<file path="src/hw/rtl/csdfr_pkg.sv">
// Shared constants, command and result types for the serial deframer.
`default_nettype none

package csdfr_pkg;

  localparam int PAYLOAD_DEPTH = 32;
  localparam int ADDR_W        = $clog2(PAYLOAD_DEPTH);
  // byte count saturates at PAYLOAD_DEPTH + 1
  localparam int BCNT_W        = $clog2(PAYLOAD_DEPTH + 2);
  // number of bytes emitted by one frame, 1 .. PAYLOAD_DEPTH
  localparam int ECNT_W        = $clog2(PAYLOAD_DEPTH + 1);

  localparam int CMDQ_DEPTH    = 4;
  localparam int CMDQ_PTR_W    = $clog2(CMDQ_DEPTH);
  localparam int CMDQ_CNT_W    = $clog2(CMDQ_DEPTH + 1);

  localparam int OUTQ_DEPTH    = 4;
  localparam int OUTQ_PTR_W    = $clog2(OUTQ_DEPTH);
  localparam int OUTQ_CNT_W    = $clog2(OUTQ_DEPTH + 1);

  localparam int CFG_IDX_W     = 2;
  localparam int CFG_DATA_W    = 8;

  localparam logic [CFG_IDX_W-1:0] REG_FRAME_ENABLE = 2'd0;
  localparam logic [CFG_IDX_W-1:0] REG_START_CODE   = 2'd1;
  localparam logic [CFG_IDX_W-1:0] REG_STOP_CODE    = 2'd2;

  localparam logic [7:0] START_CODE_RST = 8'h80;
  localparam logic [7:0] STOP_CODE_RST  = 8'h81;

  localparam logic CMD_WRITE = 1'b0;
  localparam logic CMD_EMIT  = 1'b1;

  typedef struct packed {
    logic              op;
    logic [ADDR_W-1:0] addr;
    logic [6:0]        data;
    logic [ECNT_W-1:0] count;
  } cmd_t;

  typedef struct packed {
    logic [6:0] data;
    logic [5:0] index;
    logic       last;
  } res_t;

endpackage

`default_nettype wire

</file>
<file path="src/hw/rtl/csdfr_front.sv">
// Front end: config registers, frame tracking, checksum check, command issue.
`default_nettype none

module csdfr_front
  import csdfr_pkg::*;
(
  input  wire logic                  clk,
  input  wire logic                  rst_n,
  input  wire logic                  cfg_wr_en,
  input  wire logic [CFG_IDX_W-1:0]  cfg_index,
  input  wire logic [CFG_DATA_W-1:0] cfg_wdata,
  input  wire logic                  byte_acc,
  input  wire logic [7:0]            rx_byte,
  output logic                       cmd_push,
  output cmd_t                       cmd
);

  logic              frame_enable_r;
  logic [7:0]        start_code_r;
  logic [7:0]        stop_code_r;

  logic              in_frame_r, in_frame_nxt;
  logic [BCNT_W-1:0] bcnt_r, bcnt_nxt;
  logic [6:0]        chk_r, chk_nxt;
  logic [7:0]        sum_r, sum_nxt;

  logic [7:0]        sum_plus;
  logic [6:0]        expect_chk;

  assign sum_plus   = sum_r + 8'd1;
  assign expect_chk = ~sum_plus[6:0];

  always_ff @(posedge clk) begin
    if (!rst_n) begin
      frame_enable_r <= 1'b0;
      start_code_r   <= START_CODE_RST;
      stop_code_r    <= STOP_CODE_RST;
    end else if (cfg_wr_en) begin
      case (cfg_index)
        REG_FRAME_ENABLE: frame_enable_r <= cfg_wdata[0];
        REG_START_CODE:   start_code_r   <= cfg_wdata;
        REG_STOP_CODE:    stop_code_r    <= cfg_wdata;
        default: ;
      endcase
    end
  end

  always_comb begin
    in_frame_nxt = in_frame_r;
    bcnt_nxt     = bcnt_r;
    chk_nxt      = chk_r;
    sum_nxt      = sum_r;
    cmd_push     = 1'b0;
    cmd          = '0;
    if (byte_acc && frame_enable_r) begin
      if (rx_byte[7] && (rx_byte == start_code_r)) begin
        in_frame_nxt = 1'b1;
        bcnt_nxt     = '0;
        chk_nxt      = '0;
        sum_nxt      = '0;
      end else if (rx_byte[7] && (rx_byte == stop_code_r) && in_frame_r) begin
        in_frame_nxt = 1'b0;
        if ((chk_r == expect_chk) && (bcnt_r > BCNT_W'(1))) begin
          cmd_push  = 1'b1;
          cmd.op    = CMD_EMIT;
          cmd.count = ECNT_W'(bcnt_r - BCNT_W'(1));
        end
      end else if (!rx_byte[7] && in_frame_r) begin
        if (bcnt_r == '0) begin
          chk_nxt = rx_byte[6:0];
        end else begin
          cmd_push = 1'b1;
          cmd.op   = CMD_WRITE;
          cmd.data = rx_byte[6:0];
          // past capacity the last slot is overwritten
          if (bcnt_r > BCNT_W'(PAYLOAD_DEPTH)) begin
            cmd.addr = ADDR_W'(PAYLOAD_DEPTH - 1);
          end else begin
            cmd.addr = ADDR_W'(bcnt_r - BCNT_W'(1));
          end
          sum_nxt = sum_r + {1'b0, rx_byte[6:0]};
        end
        if (bcnt_r < BCNT_W'(PAYLOAD_DEPTH + 1)) begin
          bcnt_nxt = bcnt_r + BCNT_W'(1);
        end
      end
    end
  end

  always_ff @(posedge clk) begin
    if (!rst_n) begin
      in_frame_r <= 1'b0;
      bcnt_r     <= '0;
      chk_r      <= '0;
      sum_r      <= '0;
    end else begin
      in_frame_r <= in_frame_nxt;
      bcnt_r     <= bcnt_nxt;
      chk_r      <= chk_nxt;
      sum_r      <= sum_nxt;
    end
  end

  a_bcnt_sat: assert property (@(posedge clk) disable iff (!rst_n)
    bcnt_r <= BCNT_W'(PAYLOAD_DEPTH + 1))
    else $error("byte count beyond saturation");

  a_emit_closes: assert property (@(posedge clk) disable iff (!rst_n)
    (cmd_push && cmd.op == CMD_EMIT) |=> !in_frame_r)
    else $error("frame still open after emit");

  a_no_cmd_disabled: assert property (@(posedge clk) disable iff (!rst_n)
    cmd_push |-> (frame_enable_r && in_frame_r))
    else $error("command issued outside an enabled frame");

endmodule

`default_nettype wire

</file>
<file path="src/hw/rtl/csdfr_cmd_q.sv">
// Short command queue between the front end and the back end.
`default_nettype none

module csdfr_cmd_q
  import csdfr_pkg::*;
(
  input  wire logic clk,
  input  wire logic rst_n,
  input  wire logic wr_en,
  input  cmd_t      wr_cmd,
  output logic      full,
  output logic      rd_valid,
  output cmd_t      rd_cmd,
  input  wire logic rd_en
);

  cmd_t                  q_r [CMDQ_DEPTH];
  logic [CMDQ_PTR_W-1:0] wptr_r, rptr_r;
  logic [CMDQ_CNT_W-1:0] cnt_r;
  logic                  do_wr, do_rd;

  assign full     = (cnt_r == CMDQ_CNT_W'(CMDQ_DEPTH));
  assign rd_valid = (cnt_r != '0);
  assign rd_cmd   = q_r[rptr_r];
  assign do_wr    = wr_en && !full;
  assign do_rd    = rd_en && rd_valid;

  always_ff @(posedge clk) begin
    if (do_wr) begin
      q_r[wptr_r] <= wr_cmd;
    end
  end

  always_ff @(posedge clk) begin
    if (!rst_n) begin
      wptr_r <= '0;
      rptr_r <= '0;
      cnt_r  <= '0;
    end else begin
      if (do_wr) wptr_r <= wptr_r + CMDQ_PTR_W'(1);
      if (do_rd) rptr_r <= rptr_r + CMDQ_PTR_W'(1);
      cnt_r <= cnt_r + CMDQ_CNT_W'(do_wr) - CMDQ_CNT_W'(do_rd);
    end
  end

  a_no_overflow: assert property (@(posedge clk) disable iff (!rst_n)
    wr_en |-> !full)
    else $error("command word pushed into full queue");

  a_cnt_bound: assert property (@(posedge clk) disable iff (!rst_n)
    cnt_r <= CMDQ_CNT_W'(CMDQ_DEPTH))
    else $error("command queue count out of range");

  a_ptr_track: assert property (@(posedge clk) disable iff (!rst_n)
    (cnt_r == '0 || cnt_r == CMDQ_CNT_W'(CMDQ_DEPTH)) |-> (wptr_r == rptr_r))
    else $error("command queue pointers out of step");

endmodule

`default_nettype wire

</file>
<file path="src/hw/rtl/csdfr_back.sv">
// Back end: payload store, frame read-out sequencer and result queue.
`default_nettype none

module csdfr_back
  import csdfr_pkg::*;
(
  input  wire logic clk,
  input  wire logic rst_n,
  input  wire logic cmd_valid,
  input  cmd_t      cmd,
  output logic      cmd_pop,
  output res_t      res,
  output logic      empty,
  input  wire logic pop
);

  localparam logic ST_IDLE = 1'b0;
  localparam logic ST_EMIT = 1'b1;

  logic              state_r, state_nxt;
  logic [ECNT_W-1:0] emit_total_r, emit_total_nxt;
  logic [ECNT_W-1:0] emit_idx_r, emit_idx_nxt;

  logic [6:0]        mem [PAYLOAD_DEPTH];
  logic              wr_en;
  logic              rd_en;
  logic              rd_last;
  logic              credit;

  logic              rd_valid_r;
  logic [6:0]        rd_data_r;
  logic [ECNT_W-1:0] rd_idx_r;
  logic              rd_last_r;

  res_t                  outq_r [OUTQ_DEPTH];
  logic [OUTQ_PTR_W-1:0] owptr_r, orptr_r;
  logic [OUTQ_CNT_W-1:0] ocnt_r;
  logic                  out_pop;

  // a read may be in flight, so reserve its slot in the result queue
  assign credit  = (ocnt_r + OUTQ_CNT_W'(rd_valid_r)) < OUTQ_CNT_W'(OUTQ_DEPTH);
  assign rd_last = (emit_idx_r == (emit_total_r - ECNT_W'(1)));

  always_comb begin
    state_nxt      = state_r;
    emit_total_nxt = emit_total_r;
    emit_idx_nxt   = emit_idx_r;
    cmd_pop        = 1'b0;
    wr_en          = 1'b0;
    rd_en          = 1'b0;
    case (state_r)
      ST_IDLE: begin
        if (cmd_valid) begin
          cmd_pop = 1'b1;
          if (cmd.op == CMD_WRITE) begin
            wr_en = 1'b1;
          end else begin
            emit_total_nxt = cmd.count;
            emit_idx_nxt   = '0;
            state_nxt      = ST_EMIT;
          end
        end
      end
      ST_EMIT: begin
        if (credit) begin
          rd_en        = 1'b1;
          emit_idx_nxt = emit_idx_r + ECNT_W'(1);
          if (rd_last) state_nxt = ST_IDLE;
        end
      end
      default: state_nxt = ST_IDLE;
    endcase
  end

  always_ff @(posedge clk) begin
    if (!rst_n) begin
      state_r    <= ST_IDLE;
      rd_valid_r <= 1'b0;
    end else begin
      state_r    <= state_nxt;
      rd_valid_r <= rd_en;
    end
  end

  always_ff @(posedge clk) begin
    emit_total_r <= emit_total_nxt;
    emit_idx_r   <= emit_idx_nxt;
  end

  always_ff @(posedge clk) begin
    if (wr_en) begin
      mem[cmd.addr] <= cmd.data;
    end
  end

  always_ff @(posedge clk) begin
    if (rd_en) begin
      rd_data_r <= mem[emit_idx_r[ADDR_W-1:0]];
      rd_idx_r  <= emit_idx_r;
      rd_last_r <= rd_last;
    end
  end

  // result queue
  assign empty   = (ocnt_r == '0);
  assign res     = outq_r[orptr_r];
  assign out_pop = pop && !empty;

  always_ff @(posedge clk) begin
    if (rd_valid_r) begin
      outq_r[owptr_r] <= '{data: rd_data_r, index: 6'(rd_idx_r), last: rd_last_r};
    end
  end

  always_ff @(posedge clk) begin
    if (!rst_n) begin
      owptr_r <= '0;
      orptr_r <= '0;
      ocnt_r  <= '0;
    end else begin
      if (rd_valid_r) owptr_r <= owptr_r + OUTQ_PTR_W'(1);
      if (out_pop)    orptr_r <= orptr_r + OUTQ_PTR_W'(1);
      ocnt_r <= ocnt_r + OUTQ_CNT_W'(rd_valid_r) - OUTQ_CNT_W'(out_pop);
    end
  end

  a_outq_room: assert property (@(posedge clk) disable iff (!rst_n)
    (ocnt_r + OUTQ_CNT_W'(rd_valid_r)) <= OUTQ_CNT_W'(OUTQ_DEPTH))
    else $error("result queue overcommitted");

  a_emit_nonzero: assert property (@(posedge clk) disable iff (!rst_n)
    (state_r == ST_EMIT) |-> (emit_total_r != '0 && emit_idx_r < emit_total_r))
    else $error("read-out index out of range");

  a_read_lands: assert property (@(posedge clk) disable iff (!rst_n)
    rd_valid_r |=> !empty)
    else $error("read data lost");

  a_no_write_in_emit: assert property (@(posedge clk) disable iff (!rst_n)
    (state_r == ST_EMIT) |-> !cmd_pop)
    else $error("command taken during read-out");

endmodule

`default_nettype wire

</file>
<file path="src/hw/rtl/checksummed_serial_deframer.sv">
// Top level of the checksummed serial deframer.
// Received bytes are taken one per cycle while full is low; each payload byte
// becomes a store command and a verified stop byte an emit command, held in a
// four-word command queue. The back end writes each store command when popped
// and, for a verified frame of N payload bytes, reads the store once per cycle
// while the result queue has room. Once the emit command heads the command
// queue, results pass the state register, read register and result queue
// and stream one word per cycle while popped (four-word result queue).
// Bytes keep being accepted during read-out until the command queue fills.
// The store holds 32 payload bytes; further bytes overwrite the last one.
`default_nettype none

module checksummed_serial_deframer
  import csdfr_pkg::*;
(
  input  wire logic                  clk,
  input  wire logic                  rst_n,
  input  wire logic                  cfg_wr_en,
  input  wire logic [CFG_IDX_W-1:0]  cfg_index,
  input  wire logic [CFG_DATA_W-1:0] cfg_wdata,
  input  wire logic                  push,
  output logic                       full,
  input  wire logic [7:0]            in_rx_byte,
  output logic                       empty,
  input  wire logic                  pop,
  output logic [6:0]                 out_payload_byte,
  output logic [5:0]                 out_byte_index,
  output logic                       out_last_byte
);

  logic byte_acc;
  logic cmd_push;
  cmd_t cmd_in;
  logic cmd_valid;
  cmd_t cmd_head;
  logic cmd_pop;
  res_t res;

  assign byte_acc = push && !full;

  csdfr_front u_front (
    .clk       (clk),
    .rst_n     (rst_n),
    .cfg_wr_en (cfg_wr_en),
    .cfg_index (cfg_index),
    .cfg_wdata (cfg_wdata),
    .byte_acc  (byte_acc),
    .rx_byte   (in_rx_byte),
    .cmd_push  (cmd_push),
    .cmd       (cmd_in)
  );

  csdfr_cmd_q u_cmd_q (
    .clk      (clk),
    .rst_n    (rst_n),
    .wr_en    (cmd_push),
    .wr_cmd   (cmd_in),
    .full     (full),
    .rd_valid (cmd_valid),
    .rd_cmd   (cmd_head),
    .rd_en    (cmd_pop)
  );

  csdfr_back u_back (
    .clk       (clk),
    .rst_n     (rst_n),
    .cmd_valid (cmd_valid),
    .cmd       (cmd_head),
    .cmd_pop   (cmd_pop),
    .res       (res),
    .empty     (empty),
    .pop       (pop)
  );

  assign out_payload_byte = res.data;
  assign out_byte_index   = res.index;
  assign out_last_byte    = res.last;

endmodule

`default_nettype wire

</file>
<file path="config.mk">
export PLATFORM = sky130hd
export DESIGN_NAME = checksummed_serial_deframer
export DESIGN_NICKNAME = d
export VERILOG_FILES = /design/src/hw/rtl/csdfr_pkg.sv /design/src/hw/rtl/csdfr_front.sv /design/src/hw/rtl/csdfr_cmd_q.sv /design/src/hw/rtl/csdfr_back.sv /design/src/hw/rtl/checksummed_serial_deframer.sv
export SDC_FILE = /design/constraint.sdc
export NUM_CORES = 1
export LEC_CHECK = 0
export BUFFER_PORTS_ARGS = -buffer_cell sky130_fd_sc_hd__buf_4
export CORE_UTILIZATION = 57
export CTS_CLUSTER_SIZE = 20
export DETAILED_ROUTE_END_ITERATION = 10
export GPL_ROUTABILITY_DRIVEN = 1
export MAX_ROUTING_LAYER = met4
export PLACE_DENSITY = 0.79
export SLEW_MARGIN = 20
export SYNTH_ARGS = -nofsm -noshare
export SYNTH_HDL_FRONTEND = slang
export SYNTH_SLANG_ARGS = --single-unit
</file>
<file path="constraint.sdc">
create_clock -name clk -period 6.35 [get_ports clk]
set_input_delay 1.27 -clock clk [delete_from_list [all_inputs] [get_ports clk]]
set_output_delay 1.27 -clock clk [all_outputs]
set_load 0.005 [all_outputs]
</file>
==> results of run 1 <==
[where the power goes]
| part | internal, mW | switching [mW] | leakage (nW) |
|---|---|---|---|
| sequential | 3.31 | 0.177 | 4.38 |
| combinational | 0.493 | 0.481 | 1.98 |
| clock | 1.49 | 1.03 | 0.670 |
[layout by cell type, fill, tap and decap left out, drive strengths merged, types with 4 or more instances in the layout]
| cell | n |
|---|---|
| a21boi | 4 |
| a21oi | 26 |
| and2 | 19 |
| buf | 45 |
| bufinv | 6 |
| clkbuf | 54 |
| clkinv | 13 |
| dfxtp | 58 |
| edfxtp | 382 |
| ha | 26 |
| inv | 25 |
| mux2 | 7 |
| mux2i | 21 |
| mux4 | 103 |
| nand2 | 41 |
| nand2b | 9 |
| nand3 | 25 |
| nand3b | 4 |
| nand4 | 4 |
| nor2 | 80 |
| nor2b | 9 |
| nor3 | 10 |
| nor4 | 9 |
| xnor2 | 24 |
| xor2 | 29 |
[metal layers]
layer,track usage [%],vias up,part of all wire [%]
li1,-,3968,-
met4,7.274,0,2.7
met5,-,-,0
met3,4.474,68,7.2
met1,29.92,4527,40
met2,37.27,383,50
[state kept, by name, summed over array words and instances (netlist names), 2 cells and up, named ones only]
register              flops
u_back.rd_data_r          7
u_back.mem              224
u_back.owptr_r            2
u_back.outq_r            56
u_front.sum_r             7
u_cmd_q.wptr_r            2
u_back.emit_idx_r         6
u_front.bcnt_r            6
u_front.stop_code_r       8
u_back.ocnt_r             3
u_front.chk_r             7
u_cmd_q.rptr_r            2
u_cmd_q.q_r              76
u_back.orptr_r            2
u_cmd_q.cnt_r             3
u_front.start_code_r      8
u_back.emit_total_r       6
u_back.rd_idx_r           6
[path summary, 6_finish.rpt]
kind	end	cells past startpoint
worst max-delay path	u_cmd_q.cnt_r[2]$_SDFF_PN0_	12
worst min register to register	u_front.chk_r[6]$_SDFFE_PN0P_	2
worst max register to register	u_cmd_q.cnt_r[2]$_SDFF_PN0_	11
worst min-delay path	u_front.chk_r[6]$_SDFFE_PN0P_	2
[area by class of cell]
type	count	area, sq um
antenna	1	2.502
clock buffer	54	1117
clock inverter	22	271.5
fill	1987	10830
inverter	23	86.33
multi-input combinational	486	4900
sequential	440	12630
tap	396	495.5
timing repair buffer	45	337.8
[tightest hold or removal path, stage by stage, from the launching register on]
cell and delay (ns):
dfxtp_1 0.32, nand3_1 0.06, a21oi_1 0.06
[cells by family (layout without fill, tap and decap cells)]
kind of cell | count (synthesis) | after routing | synth area share (%)
adders and majority gates | 28 | 28 | 2.053
muxes | 131 | 131 | 14.66
buffers and inverters | 70 | 144 | 1.737
and+or+nand+nor | 222 | 222 | 6.089
other | 0 | 1 | 0
AOI/OAI and AO/OA | 52 | 52 | 1.870
xor gates and xnor gates | 53 | 53 | 2.608
DFF | 440 | 440 | 70.98
==> results.md, run 1 <==
* Total Wirelength at approximately 34 mm
* Worst EP required at between 6 and 7 ns
* Detail Route Antenna Nets at 0
* Final cell count without fillers at ~1500
* DP Cell Count at 1390
* Outcome: complete, no violations
* Final worst path period need at 3.673 ns
* Core area at 30670 sq um
* Crit path buf inv count at 1
* Hold Buf Count CTS at 0
* Clock-pin slew on the worst setup and hold paths at 0.06 ns
* DRC Markers at 0
* MaxCap Viol Count at 0
* Area share of the largest cell type after synthesis at about 64%
* FMAX at roughly 270 MHz
* FP Rows at 64
* Final nets at 1089
* Total CTS buffers at 42
* Final instance area at 19840 sq um
* Setup crit start kind: input port
* Via density per instance at a little over 6
* Clk root buf: clkbuf_16
* CP max-delay cell: nand2b_1
* Final setup violation count at 0
* CP cell instances: buf_4 > xor2_1 > nor4_1 > nand2_1 > nor4b_4 > nand2b_1 > nand2_1 > ha_1 > fa_1 > xnor2_1 > xnor2_1 > nor2_1
* Setup TNS at 0 ns
* Synth cell count leaders: 382 x edfxtp_1, 103 x mux4_2, 80 x nor2_1
* Cell Area, Synth at 17800 sq um
* Post-DP HPWL at between 20 and 25 mm
* Worst Min Path Start: u_front.chk_r[6]$_SDFFE_PN0P_
* Layout cell share with drive strength beyond 1 at 20.56%
* CTS H-tree depth at 2
* Hold WS at around 0.49 ns
* Top Ports at 39
* Port Buffers at 38
* Synth Instances at 996
* Post-CTS Resized at 0
* Slew margin rel. at 27.27%
* Syn_area_per_cell at 17.87 sq um
* Reg-to-Reg Start: u_front.bcnt_r[0]$_SDFFE_PN0P_
* Final Hold Viols at 0
* Vias in the first global route at 9080
* Worst hold path type: register to register
* Critical Path Source: in_rx_byte[3]
* Top-count cell post-synth: edfxtp_1
* Tot GR Track Use at 23.11%
* Post-CTS Setup Inserts at 0
* EDFF count, synth at 382
* Max clock buf depth at 3
* Least-Margin Pin Slew at 1.089 ns
* Largest net degree at the start of global routing at 50
* Ys async rst share at 0%
* Chip Width at 178.7 um
* Initial antenna violation count at 1
* First-pass GRT wire length at roughly 53 mm
* Worst Setup End Kind: register
* CTS tree: yes
* Final Cycle Share at ~58%
* Yosys warnings at 0
* Crit-path max cell delay at about 0.55 ns
* R2R Setup Slk at 2.84 ns
* IR Drop Worst-Case VDD at roughly 0.20 mV
* Setup ws final at 2.677 ns
* Clk sinks at 440
* Slew Viols, Final at 0
* Skew final at between 0.015 and 0.02 ns
* Pre-CTS setup slack at slightly above 2 ns
* Vias at 8946
* Worst-Skew Late Latency at around 0.54 ns
* Mapped Nets at 1047
* Detailed Route Iter0 Violations at ~900
* CP delay by family, top: simple AND/OR/NAND/NOR gates
* FF+latch count, synth at 440
* DR WL/cell at 23.26 um
* Area contributors post-synth: edfxtp_1 64%, mux4_2 13%, dfxtp_1 6.5%, ha_1 1.8%, nor2_1 1.7%
* GP Congestion at 0.9009
* Pleak at 7.025 nW
* Grt ovf at 0
* PwrDens at 352.3 nW/um^2
* First-pass DRT Iterations at 4
* Setup CP Type: input port to register
* Distinct cell type count after synthesis at 52
* Post-synth top area cell: edfxtp_1
* Area delta synth->final at 11.50%
* Fin util at 64.70%
* Die area at 31930 sq um
* Seq/Total Area, Yosys at 70.98%
* Crit-path max FO at 12
* Total chip power at 6.990 mW
* Initial Util at 58.02%
* Die span in y at approximately 180 um
* Data arrival, critical path at ~4 ns
* Placement Cell Area at 18420 sq um
* Synth Flop Type: edfxtp_1
* Unrepaired setup endpoints after global routing: false
Note: power is estimated with default switching activity, not from simulation.
==> run 2, diff against run 1 <==
Clock period 6.35 ns to 3.8 ns, I/O delays scaled along.
==> results.md, run 2 (synthesis gave the netlist of run 1 again) <==
* Core area at 30670 sq um (unchanged)
* DR WL/cell at 23.00 um (-1.1%)
* Pleak at 7.042 nW (+0.25%)
* Max clock buf depth at 3 (unchanged)
* Setup crit start kind: register
* Final nets at 1102 (+1.2%)
* Skew final at 0.01910 ns (+0.002421 ns)
* Commonest non-fill, non-tap cell in the layout: edfxtp_1
* Clk sinks at 440 (unchanged)
* Vias at 9004 (+0.65%)
* CTS H-tree depth at 2 (unchanged)
* Register area at 12630 sq um (unchanged)
* CP max-delay cell: nor2_1
* Least-Margin Pin Slew at 0.9723 ns (-0.1165 ns)
* Placement Cell Area at 18520 sq um (+0.56%)
* Hold WS at 0.4567 ns (-0.03295 ns)
* Setup CP Type: register to register
* DP Cell Count at 1402 (+0.86%)
* Post-DP HPWL at 21.23 mm (+0.52%)
* Unrepaired setup endpoints after global routing: false
* Final cell count without fillers at 1478 (+0.75%)
* First-pass DRT Iterations at 5 (+1)
* Total chip power at 11.40 mW (+63%)
* Slew Viols, Final at 0 (unchanged)
* First-pass GRT wire length at 52.58 mm (about the same)
* CTS tree: yes
* Worst-Skew Late Latency at 0.54 ns (about the same)
* Largest register FFs at 224 (unchanged)
* Pre-CTS setup slack at 0.7018 ns (-1.322 ns)
* Port Buffers at 38 (unchanged)
* Detail Route Antenna Nets at 0 (unchanged)
* Regs by FF count: u_back.mem: 224 flops, u_cmd_q.q_r: 76 flops, u_back.outq_r: 56 flops
* Post-CTS Resized at 0 (unchanged)
* Setup ws final at 0.8282 ns (-1.849 ns)
* Outcome: complete, no violations
* Worst Min Path Start: cfg_wdata[7]
* Post-CTS Setup Inserts at 0 (unchanged)
* CP delay by family, top: simple AND/OR/NAND/NOR gates
* Worst path depth at 4 (-8)
* Tot GR Track Use at 23.00% (-0.11 points)
* Area delta synth->final at 11.31%
* Largest net degree at the start of global routing at 61 (+22%)
* Total Wirelength at 34.00 mm (-0.35%)
* IR Drop Worst-Case VDD at 0.3093 mV (+58%)
* Die span in y at 178.7 um (unchanged)
* MaxCap Viol Count at 0 (unchanged)
* Die area at 31930 sq um (unchanged)
* CP cell instances: mux4_2 > nor4_1 > nand2b_1 > nor2_1
* Register with the most flip-flops: u_back.mem
* Final Cycle Share at roughly four fifths
* Crit path buf inv count at 0 (-1)
* Commonest cells after routing, fill and taps aside: 382 x edfxtp_1, 103 x mux4_2, 80 x nor2_1, 58 x dfxtp_1, 56 x buf_4
* Worst EP required at 3.95 ns (-2.81 ns)
* Reg-to-Reg End: u_back.mem[16][6]$_DFFE_PP_
* Crit-path max cell delay at 0.75 ns (+0.20 ns)
* Fillers at 1991 (+0.20%)
* DR WL met3 at 2.168 mm (-12%)
* Grt ovf at 0 (unchanged)
* Final worst path period need at 2.972 ns
* Uppermost layer routed: met4
* Detailed Route Iter0 Violations at 866 (-1.1%)
* R2R Setup Slk at 0.83 ns (-2.01 ns)
* Final instance area at 19810 sq um (-0.17%)
* Total CTS buffers at 43 (+2.4%)
* PwrDens at 575.4 nW/um^2 (+63%)
* Initial Util at 58.02% (unchanged)
* Vias in the first global route at 9042 (-0.42%)
* Clk root buf: clkbuf_16
* Via density per instance at 6.092 (-0.10%)
* WL met1 at 14.15 mm (+4.1%)
* Slew margin rel. at 35.18% (+7.9 points)
* Chip Width at 178.7 um (unchanged)
* DRC Markers at 0 (unchanged)
* FP Rows at 64 (unchanged)
* Worst hold path type: input port to register
* GP Congestion at 0.8626 (-4.3%)
* Initial antenna violation count at 1 (unchanged)
* Crit-path max FO at 8 (-4)
* Top Ports at 39 (unchanged)
* DR WL met2 at 16.76 mm (-2.3%)
* Final Hold Viols at 0 (unchanged)
* Layout cell share with drive strength beyond 1 at 21.09% (+0.53 points)
* Worst Setup End Kind: register
* Data arrival, critical path at 3.12 ns (-0.96 ns)
* Multi-input gate area at 4870 sq um (-0.61%)
* Final setup violation count at 0 (unchanged)
* CP Capture Point: u_back.mem[16][6]$_DFFE_PP_
* Worst Reg-to-Reg Cells at 4 (-7)
* FMAX at 336.5 MHz
* Hold Buf Count CTS at 0 (unchanged)
* Clock-pin slew on the worst setup and hold paths at 0.06 ns (about the same)
==> run 2: cell types whose count changed in the layout (fill, tap and decap cells not counted), sizes merged <==
cell,delta
buf,+12
clkbuf,+4
clkinvlp,-1
clkinv,+3
inv,-2
bufinv,-5
==> run 2: layer usage <==
layer  up-vias  track usage [%]
met4         0            7.345
met1      4561            30.91
met5         -                -
met2       391            36.47
met3        75            3.605
li1       3977                -
==> run 2: layout make-up <==
class	instances	area share [%]
flip-flops and latches	440	63.77
multi-input cells	486	24.58
well taps	396	2.501
inverters	23	0.4358
clock buffers	58	5.982
repair buffers	57	2.223
diodes	1	0.01263
clock inverters	17	0.4927
==> run 2: worst min path at each step <==
stage | to | depth (start not counted)
floorplan | u_back.rd_idx_r[4]$_DFFE_PP_ | 0
global placement | u_front.chk_r[5]$_SDFFE_PN0P_ | 2
detailed placement | u_front.chk_r[2]$_SDFFE_PN0P_ | 2
CTS | u_front.start_code_r[7]$_SDFFE_PN1P_ | 3
global route | u_front.stop_code_r[3]$_SDFFE_PN0P_ | 3
finish | u_front.start_code_r[7]$_SDFFE_PN1P_ | 3
==> run 2: metrics by stage <==
stage	TNS (ns)	utilization, %
2_1_floorplan	-1.207	-
3_3_place_gp	0	60.40
3_5_place_dp	0	60.40
4_1_cts	0	64.58
5_1_grt	0	64.59
6_report	0	64.59
==> run 2: power by group <==
| part | leakage, nW | internal, mW | switching (mW) |
|---|---|---|---|
| Clock | 0.629 | 2.24 | 1.67 |
| Combinational | 2.04 | 0.843 | 0.858 |
| Sequential | 4.38 | 5.54 | 0.253 |
==> run 2: worst min-delay path: stages <==
cell and delay (ns):
buf_4 0.08, mux2i_1 0.05, nand2_1 0.06
==> run 3, diff against run 2 <==
Settings changed: ABC_AREA from default to 1, CORE_UTILIZATION 57 to 56, PLACE_DENSITY 0.79 to 0.8.
Clock period 3.8 ns to 2.7 ns, I/O delays scaled along.
==> results.md, run 3 <==
* Top Ports at 39 (unchanged)
* Setup ws final at 0.3228 ns (-0.5054 ns)
* Register with the most flip-flops: u_back.mem
* Die area at 33390 sq um (+4.6%)
* Post-CTS Setup Inserts at 0 (unchanged)
* Cell Area, Synth at 18290 sq um (+2.8%)
* Area contributors post-synth: edfxtp_1 63%, nor2_1 6.4%, dfxtp_1 6.3%, o21ai_0 5.4%, nand2_1 3.8%
* Slew margin rel. at 43.80% (+8.6 points)
* Largest net degree at the start of global routing at 71 (+16%)
* Clock power share at 29.6% (-4.7 points)
* IR Drop Worst-Case VDD at 0.5625 mV (+82%)
* Core area at 31880 sq um (+3.9%)
* Sw frac at 32.72% (+8.4 points)
* Crit-path max FO at 19 (+11)
* Final cell count without fillers at 2183 (+48%)
* Synth cell count leaders: 382 x edfxtp_1, 312 x nor2_1, 197 x o21ai_0
* Area share of the largest cell type after synthesis at 62.70% (-1.8 points)
* Mapped Nets at 1678 (+60%)
* Worst hold path type: input port to register
* Post-CTS Resized at 1 (+1)
* Vias in the first global route at 12453 (+38%)
* Ys async rst share at 0% (unchanged)
* Skew final at 0.02485 ns (+0.005751 ns)
* Seq/Total Area, Yosys at 69.05% (-1.9 points)
* CTS H-tree depth at 2 (unchanged)
* Chip Width at 182.7 um (+2.3%)
* Tot GR Track Use at 25.55% (+2.5 points)
* First-pass DRT Iterations at 5 (unchanged)
* FF+latch count, synth at 440 (unchanged)
* FMAX at 420.7 MHz (+25%)
* Final worst path period need at 2.377 ns (-0.5946 ns)
* Total chip power at 20.14 mW (+77%)
* Hold Buf Count CTS at 0 (unchanged)
* Detailed Route Iter0 Violations at 1442 (+67%)
* EDFF count, synth at 382 (unchanged)
* DP Cell Count at 2104 (+50%)
* Syn_area_per_cell at 11.24 sq um (-37%)
* Outcome: complete, no violations
* Die span in y at 182.7 um (+2.3%)
* Cell-internal power at 13.55 mW (+57%)
* Post-DP HPWL at 25.58 mm (+20%)
* FP Rows at 65 (+1.6%)
* MaxCap Viol Count at 0 (unchanged)
* Initial antenna violation count at 0 (-1)
* Layout cell share with drive strength beyond 1 at 12.36% (-8.7 points)
* Yosys warnings at 0 (unchanged)
* Final nets at 1765 (+60%)
* Worst EP required at 2.91 ns (-1.04 ns)
* Regs by FF count: u_back.mem: 224 flops, u_cmd_q.q_r: 76 flops, u_back.outq_r: 56 flops
* NetSw at 6.590 mW (+140%)
* Largest register FFs at 224 (unchanged)
* Via density per instance at 5.794 (-4.9%)
* Synth Flop Type: edfxtp_1
* DR WL/cell at 18.81 um (-18%)
* Top-count cell post-synth: edfxtp_1
* Placement Cell Area at 19520 sq um (+5.4%)
* Slew Viols, Final at 0 (unchanged)
* CTS tree: yes
* Least-Margin Pin Slew at 0.8420 ns (-0.1303 ns)
* Initial Util at 57.38% (-0.64 points)
* Port Buffers at 38 (unchanged)
* Commonest cells after routing, fill and taps aside: 382 x edfxtp_1, 312 x nor2_1, 197 x o21ai_0, 185 x nand2_1, 109 x buf_4
* Clk root buf: clkbuf_16
* Final setup violation count at 0 (unchanged)
* Setup crit start kind: register
* Post-synth top area cell: edfxtp_1
* Grt ovf at 0 (unchanged)
* Distinct cell type count after synthesis at 42 (-19%)
* Synth Instances at 1627 (+63%)
* DRC Markers at 0 (unchanged)
* Final instance area at 20950 sq um (+5.7%)
* Detail Route Antenna Nets at 0 (unchanged)
* Vias at 12648 (+40%)
* Fin util at 65.70% (+1.1 points)
* Pleak at 7.478 nW (+6.2%)
* Comb pwr share at 27.5% (+13 points)
* Clk sinks at 440 (unchanged)
* PwrDens at 961.5 nW/um^2 (+67%)
* Commonest non-fill, non-tap cell in the layout: edfxtp_1
* Fillers at 2264 (+14%)
* Antenna diode count at 0 (-1)
* Total CTS buffers at 43 (unchanged)
* Total Wirelength at 41.06 mm (+21%)
* Final Cycle Share at 88.05% (+9.8 points)
* Worst-Skew Late Latency at 0.55 ns (about the same)
* Pre-CTS setup slack at 0.2795 ns (-0.4223 ns)
* Clock-pin slew on the worst setup and hold paths at 0.07 ns (about the same)
* Max clock buf depth at 3 (unchanged)
* Worst Setup End Kind: register
* GP Congestion at 0.8693 (+0.78%)
* Data arrival, critical path at 2.58 ns (-0.54 ns)
* Setup CP Type: register to register
* Unrepaired setup endpoints after global routing: false
* First-pass GRT wire length at 64.28 mm (+22%)
* Seq pwr share at 42.9% (-7.9 points)
* Area delta synth->final at 14.49%
* Final Hold Viols at 0 (unchanged)
run 3: cell types whose count changed in the layout (fill, tap and decap cells not counted), sizes merged, moves of 21 or more:
cell,delta
a21oi,+24
buf,+58
inv,+89
mux2i,-21
mux4,-103
nand2,+149
nand3,+41
nor2,+233
o21ai,+196
o22ai,+73
run 3: critical path, cell delays in order, from the launching register on:
cell and delay (ns):
dfxtp_1 0.43, ha_1 0.21, nand2_1 0.12, nor2_1 0.20, nand2_1 0.08, nand2_1 0.06, nand3_1 0.08, nor2_1 0.15
nand3_2 0.09, buf_4 0.20, a21boi_2 0.12, buf_4 0.28
run 3: final timing paths:
check,from,to,slack [ns],depth (start not counted)
worst max-delay path,u_front.sum_r[1]$_SDFFE_PN0P_,u_cmd_q.q_r[0][14]$_DFFE_PP_,0.32,11
worst min-delay path,cfg_wdata[7],u_front.stop_code_r[7]$_SDFFE_PN1P_,0.22,3
worst max register to register,u_front.sum_r[1]$_SDFFE_PN0P_,u_cmd_q.q_r[0][14]$_DFFE_PP_,0.32,11
worst min register to register,u_back.orptr_r[1]$_SDFFE_PN0P_,u_back.orptr_r[1]$_SDFFE_PN0P_,0.48,2
run 3: final cells by class:
type | instances | area [sq um] | area share [%]
repair buffers | 115 | 938.4 | 4.480
clock inverters | 16 | 178.9 | 0.8542
multi-input cells | 999 | 4976 | 23.76
flip-flops and latches | 440 | 12630 | 60.31
clock buffers | 63 | 1242 | 5.932
inverters | 115 | 432.9 | 2.067
well taps | 435 | 544.3 | 2.599
run 3: metal layers:
| metal | track usage, % | vias to the layer above | part of all wire (%) |
|---|---|---|---|
| li1 | - | 5891 | - |
| met1 | 31.66 | 6038 | 39 |
| met2 | 42.56 | 608 | 50 |
| met3 | 3.157 | 111 | 7.5 |
| met4 | 10.99 | 0 | 3.6 |
| met5 | - | - | 0 |
run 3: cells by family (layout without fill, tap and decap cells):
| kind of cell | Yosys count | in the layout | synth area share (%) |
|---|---|---|---|
| buffers and inverters | 188 | 309 | 4.069 |
| adder cells (fa/ha/maj) | 28 | 28 | 1.997 |
| AND/OR/NAND/NOR | 598 | 598 | 13.28 |
| flip-flops | 440 | 440 | 69.05 |
| XOR/XNOR | 19 | 19 | 0.9097 |
| AO/OA/AOI/OAI | 354 | 354 | 10.70 |
run 3: per-stage QoR:
stage,hold WS [ns],TNS [ns]
after floorplan,0.4206,-2.770
after CTS,0.2069,0
final,0.2200,0
after global routing,0.2193,0
after global placement,0.4529,0
after detailed placement,0.4630,0
run 3: power groups by stage:
stage	combinational, mW	sequential, mW	clock [mW]
floorplan	3.37	8.70	0
global placement	5.19	8.75	0
detailed placement	5.39	8.78	0
CTS	5.49	8.64	6.00
global route	6.04	8.69	6.28
finish	5.53	8.65	5.96
